### src/hw/rtl/hsrm_pkg.sv
// ----------------------------------------------------------------------------
// hsrm_pkg
// Shared constants, types and helpers of the host suffix rule matcher.
// ----------------------------------------------------------------------------
`default_nettype none

package hsrm_pkg;

	localparam int RULE_SLOTS  = 1024;
	localparam int POOL_BYTES  = 16384;
	localparam int HOST_BYTES  = 256;
	localparam int TABLE_SLOTS = 2048;

	localparam int RULE_AW  = $clog2(RULE_SLOTS);
	localparam int POOL_AW  = $clog2(POOL_BYTES);
	localparam int HOST_AW  = $clog2(HOST_BYTES);
	localparam int TABLE_AW = $clog2(TABLE_SLOTS);

	// counters that must also hold the full count
	localparam int RCNT_W = RULE_AW + 1;
	localparam int PCNT_W = POOL_AW + 1;
	localparam int HCNT_W = HOST_AW + 1;
	localparam int TCNT_W = TABLE_AW + 1;

	// table entry holds rule index + 1, zero is empty
	localparam int ENTRY_W = RCNT_W;
	// rule record: offset, length, type mask, allow, party
	localparam int META_W  = POOL_AW + HCNT_W + 8 + 1 + 2;

	localparam logic [31:0] FNV_BASIS = 32'd2166136261;
	localparam logic [31:0] FNV_PRIME = 32'd16777619;
	localparam logic [7:0]  DOT_CHAR  = 8'h2e;

	// request kinds
	localparam logic [1:0] REQ_CLEAR = 2'd0;
	localparam logic [1:0] REQ_RULE  = 2'd1;
	localparam logic [1:0] REQ_QUERY = 2'd2;

	// response kinds
	localparam logic [1:0] RESP_CLEARED = 2'd0;
	localparam logic [1:0] RESP_STORED  = 2'd1;
	localparam logic [1:0] RESP_DROPPED = 2'd2;
	localparam logic [1:0] RESP_ANSWER  = 2'd3;

	// byte walk modes
	localparam logic [1:0] WALK_COPY = 2'd0;
	localparam logic [1:0] WALK_SCAN = 2'd1;
	localparam logic [1:0] WALK_CMP  = 2'd2;

	typedef struct packed {
		logic [POOL_AW-1:0] off;
		logic [HCNT_W-1:0]  len;
		logic [7:0]         types;
		logic               allow;
		logic [1:0]         party;
	} meta_t;

	typedef struct packed {
		logic       clr_init;
		logic       clr_step;
		logic       take_byte;
		logic       meta_wr;
		logic       set_trunc;
		logic       walk_init;
		logic [1:0] walk_mode;
		logic       walk_step;
		logic       probe_init;
		logic       slot_adv;
		logic       rule_commit;
		logic       scan_init;
		logic       meta_latch;
		logic       hit_set;
		logic       next_suffix;
		logic       set_kind;
		logic [1:0] kind;
		logic       out_load;
	} cmd_t;

	typedef struct packed {
		logic clr_last;
		logic room;
		logic walk_done;
		logic match;
		logic n_full;
		logic entry_zero;
		logic idx_ok;
		logic meta_ok;
		logic dot_found;
	} status_t;

	function automatic logic [31:0] fnv_step(input logic [31:0] h, input logic [7:0] b);
		fnv_step = (h ^ {24'd0, b}) * FNV_PRIME;
	endfunction

endpackage

`default_nettype wire

### src/hw/rtl/hsrm_ctrl.sv
// ----------------------------------------------------------------------------
// hsrm_ctrl
// Sequencer for clear sweep, rule insert and query suffix probing.
// ----------------------------------------------------------------------------
`default_nettype none

module hsrm_ctrl import hsrm_pkg::*; (
	input  wire logic       clk,
	input  wire logic       arst_n,
	input  wire logic       in_valid,
	input  wire logic [1:0] in_kind,
	input  wire logic       in_last,
	input  wire logic       out_ready,
	input  wire status_t    status,
	output cmd_t            cmd,
	output logic            in_ready,
	output logic            out_valid
);

	localparam logic [3:0] ST_CLR     = 4'd0;
	localparam logic [3:0] ST_IDLE    = 4'd1;
	localparam logic [3:0] ST_RCHK    = 4'd2;
	localparam logic [3:0] ST_COPY    = 4'd3;
	localparam logic [3:0] ST_RP_RD   = 4'd4;
	localparam logic [3:0] ST_RP_CHK  = 4'd5;
	localparam logic [3:0] ST_QS_INIT = 4'd6;
	localparam logic [3:0] ST_QSCAN   = 4'd7;
	localparam logic [3:0] ST_QP_RD   = 4'd8;
	localparam logic [3:0] ST_QP_CHK  = 4'd9;
	localparam logic [3:0] ST_QM_CHK  = 4'd10;
	localparam logic [3:0] ST_QCMP    = 4'd11;
	localparam logic [3:0] ST_QNEXT   = 4'd12;
	localparam logic [3:0] ST_DONE    = 4'd13;

	logic [3:0] state_q;
	logic [3:0] state_d;
	logic       clr_resp_q;
	logic       out_valid_q;
	logic       out_free;
	logic       acc;

	assign in_ready  = (state_q == ST_IDLE);
	assign out_valid = out_valid_q;
	assign out_free  = !out_valid_q || out_ready;
	assign acc       = in_ready && in_valid;

	always_comb begin
		cmd     = '0;
		state_d = state_q;
		case (state_q)
			ST_CLR: begin
				cmd.clr_step = 1'b1;
				if (status.clr_last) begin
					state_d = clr_resp_q ? ST_DONE : ST_IDLE;
				end
			end
			ST_IDLE: begin
				if (acc) begin
					if (in_kind == REQ_CLEAR) begin
						cmd.clr_init = 1'b1;
						state_d      = ST_CLR;
					end else if (in_kind == REQ_RULE || in_kind == REQ_QUERY) begin
						cmd.take_byte = 1'b1;
						if (in_last) begin
							state_d = (in_kind == REQ_RULE) ? ST_RCHK : ST_QS_INIT;
						end
					end
				end
			end
			ST_RCHK: begin
				if (status.room) begin
					cmd.meta_wr   = 1'b1;
					cmd.walk_init = 1'b1;
					cmd.walk_mode = WALK_COPY;
					state_d       = ST_COPY;
				end else begin
					cmd.set_trunc = 1'b1;
					cmd.set_kind  = 1'b1;
					cmd.kind      = RESP_DROPPED;
					state_d       = ST_DONE;
				end
			end
			ST_COPY: begin
				cmd.walk_step = 1'b1;
				if (status.walk_done) begin
					cmd.probe_init = 1'b1;
					state_d        = ST_RP_RD;
				end
			end
			ST_RP_RD: begin
				state_d = ST_RP_CHK;
			end
			ST_RP_CHK: begin
				if (status.entry_zero) begin
					cmd.rule_commit = 1'b1;
					cmd.set_kind    = 1'b1;
					cmd.kind        = RESP_STORED;
					state_d         = ST_DONE;
				end else begin
					cmd.slot_adv = 1'b1;
					state_d      = ST_RP_RD;
				end
			end
			ST_QS_INIT: begin
				cmd.scan_init = 1'b1;
				cmd.walk_init = 1'b1;
				cmd.walk_mode = WALK_SCAN;
				state_d       = ST_QSCAN;
			end
			ST_QSCAN: begin
				cmd.walk_step = 1'b1;
				if (status.walk_done) begin
					cmd.probe_init = 1'b1;
					state_d        = ST_QP_RD;
				end
			end
			ST_QP_RD: begin
				state_d = status.n_full ? ST_QNEXT : ST_QP_CHK;
			end
			ST_QP_CHK: begin
				if (status.entry_zero) begin
					state_d = ST_QNEXT;
				end else if (status.idx_ok) begin
					state_d = ST_QM_CHK;
				end else begin
					cmd.slot_adv = 1'b1;
					state_d      = ST_QP_RD;
				end
			end
			ST_QM_CHK: begin
				cmd.meta_latch = 1'b1;
				if (status.meta_ok) begin
					cmd.walk_init = 1'b1;
					cmd.walk_mode = WALK_CMP;
					state_d       = ST_QCMP;
				end else begin
					cmd.slot_adv = 1'b1;
					state_d      = ST_QP_RD;
				end
			end
			ST_QCMP: begin
				cmd.walk_step = 1'b1;
				if (status.walk_done) begin
					cmd.hit_set  = status.match;
					cmd.slot_adv = 1'b1;
					state_d      = ST_QP_RD;
				end
			end
			ST_QNEXT: begin
				if (status.dot_found) begin
					cmd.next_suffix = 1'b1;
					state_d         = ST_QS_INIT;
				end else begin
					cmd.set_kind = 1'b1;
					cmd.kind     = RESP_ANSWER;
					state_d      = ST_DONE;
				end
			end
			ST_DONE: begin
				if (out_free) begin
					cmd.out_load = 1'b1;
					state_d      = ST_IDLE;
				end
			end
			default: begin
				state_d = ST_IDLE;
			end
		endcase
	end

	always_ff @(posedge clk or negedge arst_n) begin
		if (!arst_n) begin
			state_q     <= ST_CLR;
			clr_resp_q  <= 1'b0;
			out_valid_q <= 1'b0;
		end else begin
			state_q <= state_d;
			if (cmd.clr_init) begin
				clr_resp_q <= 1'b1;
			end else if (cmd.out_load) begin
				clr_resp_q <= 1'b0;
			end
			if (cmd.out_load) begin
				out_valid_q <= 1'b1;
			end else if (out_ready) begin
				out_valid_q <= 1'b0;
			end
		end
	end

endmodule

`default_nettype wire

### config.mk
export PLATFORM = sky130hd
export DESIGN_NAME = hsrm_ctrl
export DESIGN_NICKNAME = d
export VERILOG_FILES = /design/src/hw/rtl/hsrm_pkg.sv /design/src/hw/rtl/hsrm_ctrl.sv
export SDC_FILE = /design/constraint.sdc
export NUM_CORES = 1
export LEC_CHECK = 0
export BUFFER_PORTS_ARGS = -buffer_cell sky130_fd_sc_hd__buf_2
export CORE_UTILIZATION = 49
export CTS_BUF_LIST = sky130_fd_sc_hd__clkbuf_8 sky130_fd_sc_hd__clkbuf_16
export DETAILED_ROUTE_END_ITERATION = 16
export GPL_TIMING_DRIVEN = 1
export PLACE_DENSITY = 0.94
export SLEW_MARGIN = 25
export SYNTH_ARGS = -nofsm -noshare
export SYNTH_HDL_FRONTEND = slang
export SYNTH_SLANG_ARGS = --single-unit
### constraint.sdc
create_clock -name clk -period 2.5 [get_ports clk]
set_input_delay 0.25 -clock clk [delete_from_list [all_inputs] [get_ports clk]]
set_output_delay 0.25 -clock clk [all_outputs]
set_load 0.03 [all_outputs]
== Word level (Yosys, flattened, before mapping) ==
Index checks and enable logic that the tools add are counted.
Storage, ports and cells
  word-level logic and storage cells: 95
  output and inout bits: 22
  input port bits: 16
  register bits: 6
Cells by class
  reductions and logical operators: 12
  muxes and demuxes: 58
  equal/unequal tests: 22
Operators by type and width (number)
  $mux 4: 13
  $pmux 4 s13: 1
  $mux 1: 31
  $eq 4x4->1 const B: 6
  $mux 3: 7
  $pmux 3 s3: 2
  $eq 4x3->1 const B: 4
  $eq 4x2->1 const B: 2
  $reduce_and 7->1: 1
  $mux 2: 3
  $ne 2x2->1 const B: 3
  $eq 4x1->1 const B: 1
  $logic_not 4->1: 1
  $ne 2x1->1 const B: 2
  $pmux 1 s4: 1
  $reduce_bool 2->1: 2
  $reduce_or 2->1: 2
  $ne 3x1->1 const B: 1
  $ne 3x2->1 const B: 1
  $reduce_or 3->1: 1
  $eq 2x1->1 const B: 1
  $eq 2x2->1 const B: 1
  $logic_not 2->1: 1
  $logic_or 1x1->1: 2
  2 further kinds: 2

== Logic depth before layout (Yosys ltp) ==
Gate-level depths: netlist of run 1.
  depth after elaboration: 7
  mapped depth: 6
  mapped depth without buffers: 6

== Least setup slack after synthesis of run 1 ==
No wires, ideal clock.
  path type: flip-flop to output port
  start: reg state_q[2]
  end: out cmd[3] (netlist name)
  data required time: 2.250 ns
  data arrival time: 2.201 ns
  path buffers: 2
  slack: 0.049 ns
  stages on the path, launching flop included: 5
  path through: dfrtp_1 -> buf_2 -> buf_2 -> nor4_1 -> nand2b_1
RTL lines
  from (decl): line hsrm_ctrl.sv:35  | logic [3:0] state_q;
  from (signal assigned): line hsrm_ctrl.sv:177  | state_q <= state_d;
  to (decl): line hsrm_ctrl.sv:15  | output cmd_t cmd,

==> results of run 1 <==
## stage by stage
step / hold WS [ns] / setup slack (ns)
floorplan: -0.0456 / 0.0487
global placement: 0.0737 / 0.608
detailed placement: 0.0791 / 0.518
CTS: 0.268 / 0.340
global route: 0.285 / 0.208
finish: 0.271 / 0.289
## repair_timing
item / CTS / global route
hold buffers: 1 / 0
resized for setup: 0 / 0
endpoints found under the hold margin: 6 / 0
## cell families (layout without fill, tap and decap cells)
| logic type | after synthesis | count (layout) | synth area share |
|---|---|---|---|
| multiplexers | 2 | 2 | 0.0259 |
| AO/OA/AOI/OAI | 27 | 27 | 0.254 |
| adder cells (fa/ha/maj) | 2 | 2 | 0.0304 |
| AND/OR/NAND/NOR | 47 | 47 | 0.385 |
| buffers and inverters | 18 | 49 | 0.122 |
| flip-flops | 6 | 6 | 0.183 |
## worst min-delay path by stage
stage / start / to / slack (ns) / cells after the start
finish: status[8] / state_q[0] / 0.27 / 3
global route: status[8] / state_q[0] / 0.29 / 3
CTS: status[8] / state_q[0] / 0.27 / 3
detailed placement: arst_n / state_q[3] / 0.08 / 1
global placement: arst_n / out_valid / 0.07 / 1
floorplan: arst_n / clr_resp_q / -0.05 / 0
## synth_stat cells (all sizes together), types with 3 or more instances
library cell / number / area share
nor4b: 3 / 0.040
buf: 10 / 0.085
inv: 8 / 0.037
nand2b: 6 / 0.046
nor3: 3 / 0.018
nand2: 6 / 0.037
o21ai: 4 / 0.024
dfrtp: 6 / 0.18
a21oi: 6 / 0.037
nor2: 10 / 0.046
nand3b: 3 / 0.027
nor4: 3 / 0.030
## worst reg2reg max path: stages (launching register included)
cell	delay, ns
dfrtp_1	0.68
or2_2	0.44
a2111oi_0	0.50
nor3_1	0.12
o2bb2ai_1	0.19
## sequential cells by signal (all words and copies together) (netlist names)
| name | cells |
|---|---|
| clr_resp_q | 1 |
| out_valid | 1 |
| state_q | 4 |
## power breakdown
| part | switching, mW | total (mW) | internal (mW) |
|---|---|---|---|
| Sequential | 0.193 | 0.329 | 0.137 |
| Combinational | 0.392 | 0.692 | 0.300 |
| Clock | 0.0396 | 0.143 | 0.103 |
## per-layer routing
layer / up-vias / track usage
met1: 417 / 0.292
met5: - / 0
met2: 43 / 0.382
met4: 0 / 0.0424
li1: 440 / -
met3: 0 / 0.0638
## layout make-up
| type | count | area [um^2] |
|---|---|---|
| clock buffers | 3 | 41.3 |
| fillers | 131 | 533 |
| flip-flops and latches | 6 | 150 |
| well taps | 16 | 20.0 |
| inverters | 8 | 30.0 |
| repair buffers | 38 | 195 |
| multi-input cells | 78 | 572 |
==> metrics, run 1 <==
status=finished clean; warnings from Yosys=0; vias in the first global route=just under 800; Synth cell types=46; met2 wire length=1050 um; Pwr Total=1.16 mW; worst path required time=~2.3 ns; total core area=about 1500 um^2; cells along the critical path=and3b_1 > o21ai_1 > nand2b_1 > buf_2; worst r2r dst=state_q[1]; Post-synth EDFFs=0; crit path from=state_q[3]; Overflow after GRT=0; part of the cycle the worst path needs=0.884; Die H=roughly 43 um; clock slew at reported path FFs=roughly 0.040 ns; routed length on met1=880 um; max-cap violation count=0; antenna violations before repair=0; Worst Path Buf+Inv=1; H-tree levels=1; HPWL Detailed=1580 um; routed len/inst=~14 um; DR iter-0 viols=21; setup TNS=0 ns; ys async rst share=1.00; DP Cell Count=around 150; post-synthesis area per instance=8.06 um^2; area of the mapped netlist=822 um^2; Final Cell Area=1010 um^2; crit path kind=reg2out; Starting Density=0.533; Non-Filler Instances=149; Max FO, Critical Path=29; metal3 WL=between 100 and 150 um; Worst Setup Start Kind=flop; drt first pass iters=4; Final nets=153; pwr/cell area=roughly 1200 nW/um^2; crit path to=cmd[3]; post-synth net total=120; vias=900; # diodes=0; routed wire length=around 2100 um; relative slew slack=0.422; flop-to-flop setup slack=~0.47 ns; slowest stage cell, crit path=dfrtp_1; most frequent cells in the layout=buf_2, nor2_1, inv_1; CP Capture Type=output port; Root Buffer=clkbuf_8; Worst-Skew Late Latency=0.22 ns; Die Footprint=1850 um^2; GR Util All Layers=0.227; Post-CTS Setup Bufs=0; port buffer count=37; final core utilization=0.654; CTS Buf Count=3; Final GP Congestion=approximately 0.87; routed vias/inst=6.04; number of placement rows=14; Peak VDD IR=847 uV; Area growth syn-to-layout=22.7%; CTS tree=done; Die Wd=43.0 um; Final Hold Viols=0; largest stage delay on the critical path=0.90 ns; Worst path depth=4; placed instance area=957 um^2; CTS sink count=6; layout cells sized above 1=0.361; final critical path time including I/O delays and setup=2.21 ns; Crit path max-delay family=flip-flops; CTS Buffer Depth=2; Synth Flop Type=dfrtp_1; Worst-Margin Slew=0.867 ns; maximum number of pins on one net before global-route repair=30; post-route ant nets=0; Top Layer Used=met3; crit path DAT=just under 2 ns; fin. max-slew vios=0; Yosys reg bits=6; Fmax achieved=452 MHz; RR Startpoint=state_q[3]; Mapped Cells=102; Reg2Reg Depth=4; register area share after synthesis=0.183; commonest non-fill, non-tap cell in the layout=buf_2; final setup vio count=0; clk_skew=0.00589 ns; RSZ-0062 raised after global routing=false; first-pass GRT wire length=3250 um; Leakage=roughly 0.53 nW; worst hold path type=in2reg; drt drc=0; I/O pin total=38
Power figures use the tool's default switching activity.
==> inputs of run 2 (changes only) <==
--- a/config.mk
+++ b/config.mk
@@ -6,6 +6,7 @@
 export NUM_CORES = 1
 export LEC_CHECK = 0
 export BUFFER_PORTS_ARGS = -buffer_cell sky130_fd_sc_hd__buf_2
+export CORE_ASPECT_RATIO = 1.25
 export CORE_UTILIZATION = 49
 export CTS_BUF_LIST = sky130_fd_sc_hd__clkbuf_8 sky130_fd_sc_hd__clkbuf_16
 export DETAILED_ROUTE_END_ITERATION = 16
==> metrics, run 2 (same netlist as run 1, synthesis figures left out) <==
Peak VDD IR=690 uV; Max FO, Critical Path=29; fin. max-slew vios=0; worst hold path type=in2reg; pwr/cell area=1140 nW/um^2; status=finished clean; Worst Path Buf+Inv=1; Crit path max-delay family=simple AND/OR/NAND/NOR gates; Overflow after GRT=0; Root Buffer=clkbuf_8; final setup vio count=0; Comb pwr share=0.595; Starting Density=0.526; Worst-Skew Late Latency=0.22 ns; clk_skew=~0.0022 ns; routed wire length=2000 um; routed len/inst=~13 um; Post-CTS Setup Bufs=0; relative slew slack=0.422; Worst Setup Start Kind=flop; DR iter-0 viols=15; clock slew at reported path FFs=~0.03 ns; placed instance area=between 900 and 1000 um^2; largest stage delay on the critical path=0.68 ns; Internal=540 uW; RSZ-0062 raised after global routing=false; part of the cycle the worst path needs=0.874; total core area=1560 um^2; sw frac=0.533; slowest stage cell, crit path=dfrtp_1; worst path required time=2.25 ns; I/O pin total=38; Die H=47.8 um; layout cells sized above 1=0.361; CTS Buffer Depth=2; commonest non-fill, non-tap cell in the layout=buf_2; Worst-Margin Slew=0.868 ns; CP Capture Type=output port; crit path DAT=1.94 ns; CTS Buf Count=3; Final nets=~150; vias in the first global route=685; number of placement rows=16; DP Cell Count=147; antenna violations before repair=0; first-pass GRT wire length=3060 um; H-tree levels=1; Clock power frac=0.119; drt first pass iters=4; vias=between 800 and 900; Top reg by flops=state_q; crit path kind=reg2out; final critical path time including I/O delays and setup=between 2 and 2.5 ns; max FFs per register=4; most frequent cells in the layout=buf_2, nor2_1, inv_1; Flop pwr share=0.286; port buffer count=37; setup TNS=0 ns; HPWL Detailed=1500 um; routed vias/inst=5.80; cells along the critical path=or4b_1 > o31a_1 > nor2_1 > buf_2; # diodes=0; post-route ant nets=0; Fmax achieved=458 MHz; CTS tree=done; final core utilization=0.647; maximum number of pins on one net before global-route repair=30; CTS sink count=6; Final GP Congestion=0.829; Die Footprint=1850 um^2; Die Wd=between 30 and 40 um; Area growth syn-to-layout=23.0%; max-cap violation count=0; cts repair resizes=0; switching power=about 600 uW; WHS=0.299 ns; flop-to-flop setup slack=0.54 ns; Final Hold Viols=0; Non-Filler Instances=151; Final Cell Area=1010 um^2; GR Util All Layers=0.234; drt drc=0; Leakage=0.530 nW
[run 2: cell counts in the layout (fill, tap and decap cells not counted)]
Identical to the previous run, type by type.
[run 2: metrics by stage]
step,setup slack (ns),total power [mW]
finish,0.315,1.16
global route,0.215,1.26
CTS,0.321,1.16
global placement,0.594,0.984
detailed placement,0.551,1.01
floorplan,0.0487,0.906
[run 2: cell type report]
cell class              instances  area (um^2)
repair buffers                 38          195
clock buffers                   3         41.3
multi-input cells              78          572
inverters                       8         30.0
well taps                      18         22.5
fillers                       132          551
flip-flops and latches          6          150
[run 2: final timing paths]
check / startpoint / end / cells past startpoint
max reg2reg: state_q[1] / state_q[2] / 4
max in group asynchronous: arst_n / state_q[2] / 2
min: status[8] / state_q[0] / 3
max: state_q[3] / cmd[2] / 4
min reg2reg: clr_resp_q / clr_resp_q / 2
min in group asynchronous: arst_n / out_valid / 2
[run 2: routing by layer]
metal / global-route usage / share of wire / up-vias
met5: 0 / 0 / -
met4: 0.0621 / 0 / 0
met3: 0.0279 / 0.049 / 0
met2: 0.393 / 0.52 / 30
met1: 0.317 / 0.43 / 405
li1: - / - / 441
[run 2: power groups by stage]
stage | registers [mW] | logic, mW | clock network [mW]
after CTS | 0.325 | 0.689 | 0.143
after global routing | 0.349 | 0.757 | 0.150
final | 0.331 | 0.688 | 0.138
after global placement | 0.317 | 0.667 | 0
after detailed placement | 0.327 | 0.683 | 0
after floorplan | 0.176 | 0.729 | 0
[run 2: worst reg2reg max path, stage by stage, from the launching register on]
cell and delay, ns:
dfrtp_1 0.78, nor2_1 0.23, a221oi_1 0.34, o221ai_1 0.17
mux2_1 0.31
[run 2: timing repair]
item | 4_1_cts | 5_1_grt
endpoints found under the hold margin | 6 | 0
endpoints found under the setup margin | 0 | 0
hold buffers | 1 | 0
==> inputs of run 3 (changes only) <==
--- a/config.mk
+++ b/config.mk
@@ -6,12 +6,14 @@
 export NUM_CORES = 1
 export LEC_CHECK = 0
 export BUFFER_PORTS_ARGS = -buffer_cell sky130_fd_sc_hd__buf_2
+export CELL_PAD_IN_SITES_DETAIL_PLACEMENT = 0
+export CELL_PAD_IN_SITES_GLOBAL_PLACEMENT = 1
 export CORE_ASPECT_RATIO = 1.25
-export CORE_UTILIZATION = 49
+export CORE_UTILIZATION = 35
 export CTS_BUF_LIST = sky130_fd_sc_hd__clkbuf_8 sky130_fd_sc_hd__clkbuf_16
 export DETAILED_ROUTE_END_ITERATION = 16
 export GPL_TIMING_DRIVEN = 1
-export PLACE_DENSITY = 0.94
+export PLACE_DENSITY = 0.95
 export SLEW_MARGIN = 25
 export SYNTH_ARGS = -nofsm -noshare
 export SYNTH_HDL_FRONTEND = slang
==> metrics, run 3 (same netlist as run 1, synthesis figures left out) <==
status=finished clean; slowest stage cell, crit path=dfrtp_1; Final GP Congestion=0.824; crit path DAT=1.92 ns; GR Util met3=0.0487; routed vias/inst=5.42; Overflow after GRT=0; Die H=roughly 56 um; Post-CTS Setup Bufs=0; final core utilization=0.465; DR iter-0 viols=25; drt drc=0; pwr/cell area=approximately 1100 nW/um^2; CTS tree=done; Root Buffer=clkbuf_8; CTS sink count=6; worst path required time=2.25 ns; Final Cell Area=1030 um^2; Final nets=~150; Die Footprint=2550 um^2; layout cells sized above 1=0.361; I/O pin total=38; Worst Setup Start Kind=flop; maximum number of pins on one net before global-route repair=30; # diodes=0; CP Capture Type=output port; Crit path max-delay family=simple AND/OR/NAND/NOR gates; Starting Density=0.372; placed instance area=~980 um^2; vias=889; Area growth syn-to-layout=25.0%; Worst Path Buf+Inv=1; Top reg by flops=state_q; relative slew slack=0.425; drt first pass iters=4; max-cap violation count=0; final setup vio count=0; setup TNS=0 ns; Final Hold Viols=0; antenna violations before repair=0; grt peak-use layer=met2; number of placement rows=19; total core area=~2200 um^2; clock slew at reported path FFs=approximately 0.03 ns; cts repair resizes=0; CTS Buffer Depth=2; Peak VDD IR=slightly below 700 uV; met2 usage=0.290; clk_skew=0.000407 ns; cells along the critical path=or4b_1 > o31a_1 > nor2_1 > buf_2; fin. max-slew vios=0; crit path kind=reg2out; routed wire length=slightly above 2000 um; GR Util All Layers=0.183; Worst-Margin Slew=0.863 ns; HPWL Detailed=1630 um; Die Wd=about 45 um; Fmax achieved=roughly 460 MHz; largest stage delay on the critical path=between 0.6 and 0.7 ns; final critical path time including I/O delays and setup=2.17 ns; commonest non-fill, non-tap cell in the layout=buf_2; Max FO, Critical Path=29; Worst-Skew Late Latency=0.22 ns; Pwr Total=between 1 and 1.5 mW; GR Layer Usage met1=0.224; # fillers=232; part of the cycle the worst path needs=0.868; most frequent cells in the layout=buf_2, nor2_1, inv_1; footprint of the multi-input gates=572 um^2; CTS Buf Count=3; routed len/inst=12.5 um; RSZ-0062 raised after global routing=false; port buffer count=37; vias in the first global route=837; Leakage=approximately 0.53 nW; max FFs per register=4; first-pass GRT wire length=around 3500 um; post-route ant nets=0; sequential cell area=150 um^2; H-tree levels=1; worst hold path type=in2reg
[run 3: cell counts in the layout (fill, tap and decap cells not counted)]
No cell type changed its count.
[run 3: what timing repair did]
action / 4_1_cts / 5_1_grt
hold buffers: 1 / 0
setup endpoints to repair: 0 / 0
hold endpoints to repair: 6 / 0
[run 3: routing by layer]
layer	routed length (um)	share of wire
met5	0	0
met4	8	0.0039
met3	128	0.062
met2	1080	0.53
met1	832	0.41
[run 3: worst min-delay path: cells and delay by family]
kind	cells	cell delay, ns
buf+inv	2	0.16
compound gates	1	0.06
[run 3: report_power, final]
part	switching, mW	internal [mW]	leakage, nW
clock network	0.0374	0.103	0.0216
registers	0.193	0.137	0.0743
logic	0.385	0.301	0.434
total	0.616	0.540	0.530
[run 3: area by class of cell]
cell class | count | share of cell area
Clock buffer | 3 | 0.0402
Inverter | 8 | 0.0292
Multi-Input combinational cell | 78 | 0.557
Sequential cell | 6 | 0.146
Tap cell | 31 | 0.0378
Timing Repair Buffer | 38 | 0.190
[run 3: path summary, 6_finish.rpt]
kind	from	slack [ns]	to	cells past startpoint
min in group asynchronous	arst_n	0.39	state_q[1]	2
hold reg to reg	out_valid	0.55	out_valid	2
max in group asynchronous	arst_n	1.97	state_q[0]	2
setup reg to reg	state_q[3]	0.54	state_q[2]	4
hold / removal	status[8]	0.31	state_q[0]	3
setup / recovery	state_q[3]	0.33	cmd[2]	4
[run 3: per-stage QoR]
| stage | hold WS [ns] | instances | setup WS, ns |
|---|---|---|---|
| finish | 0.306 | 164 | 0.330 |
| global route | 0.305 | 164 | 0.155 |
| CTS | 0.304 | 164 | 0.319 |
| detailed placement | 0.0740 | 160 | 0.544 |
| global placement | 0.0728 | 160 | 0.586 |
| floorplan | -0.0456 | 102 | 0.0487 |
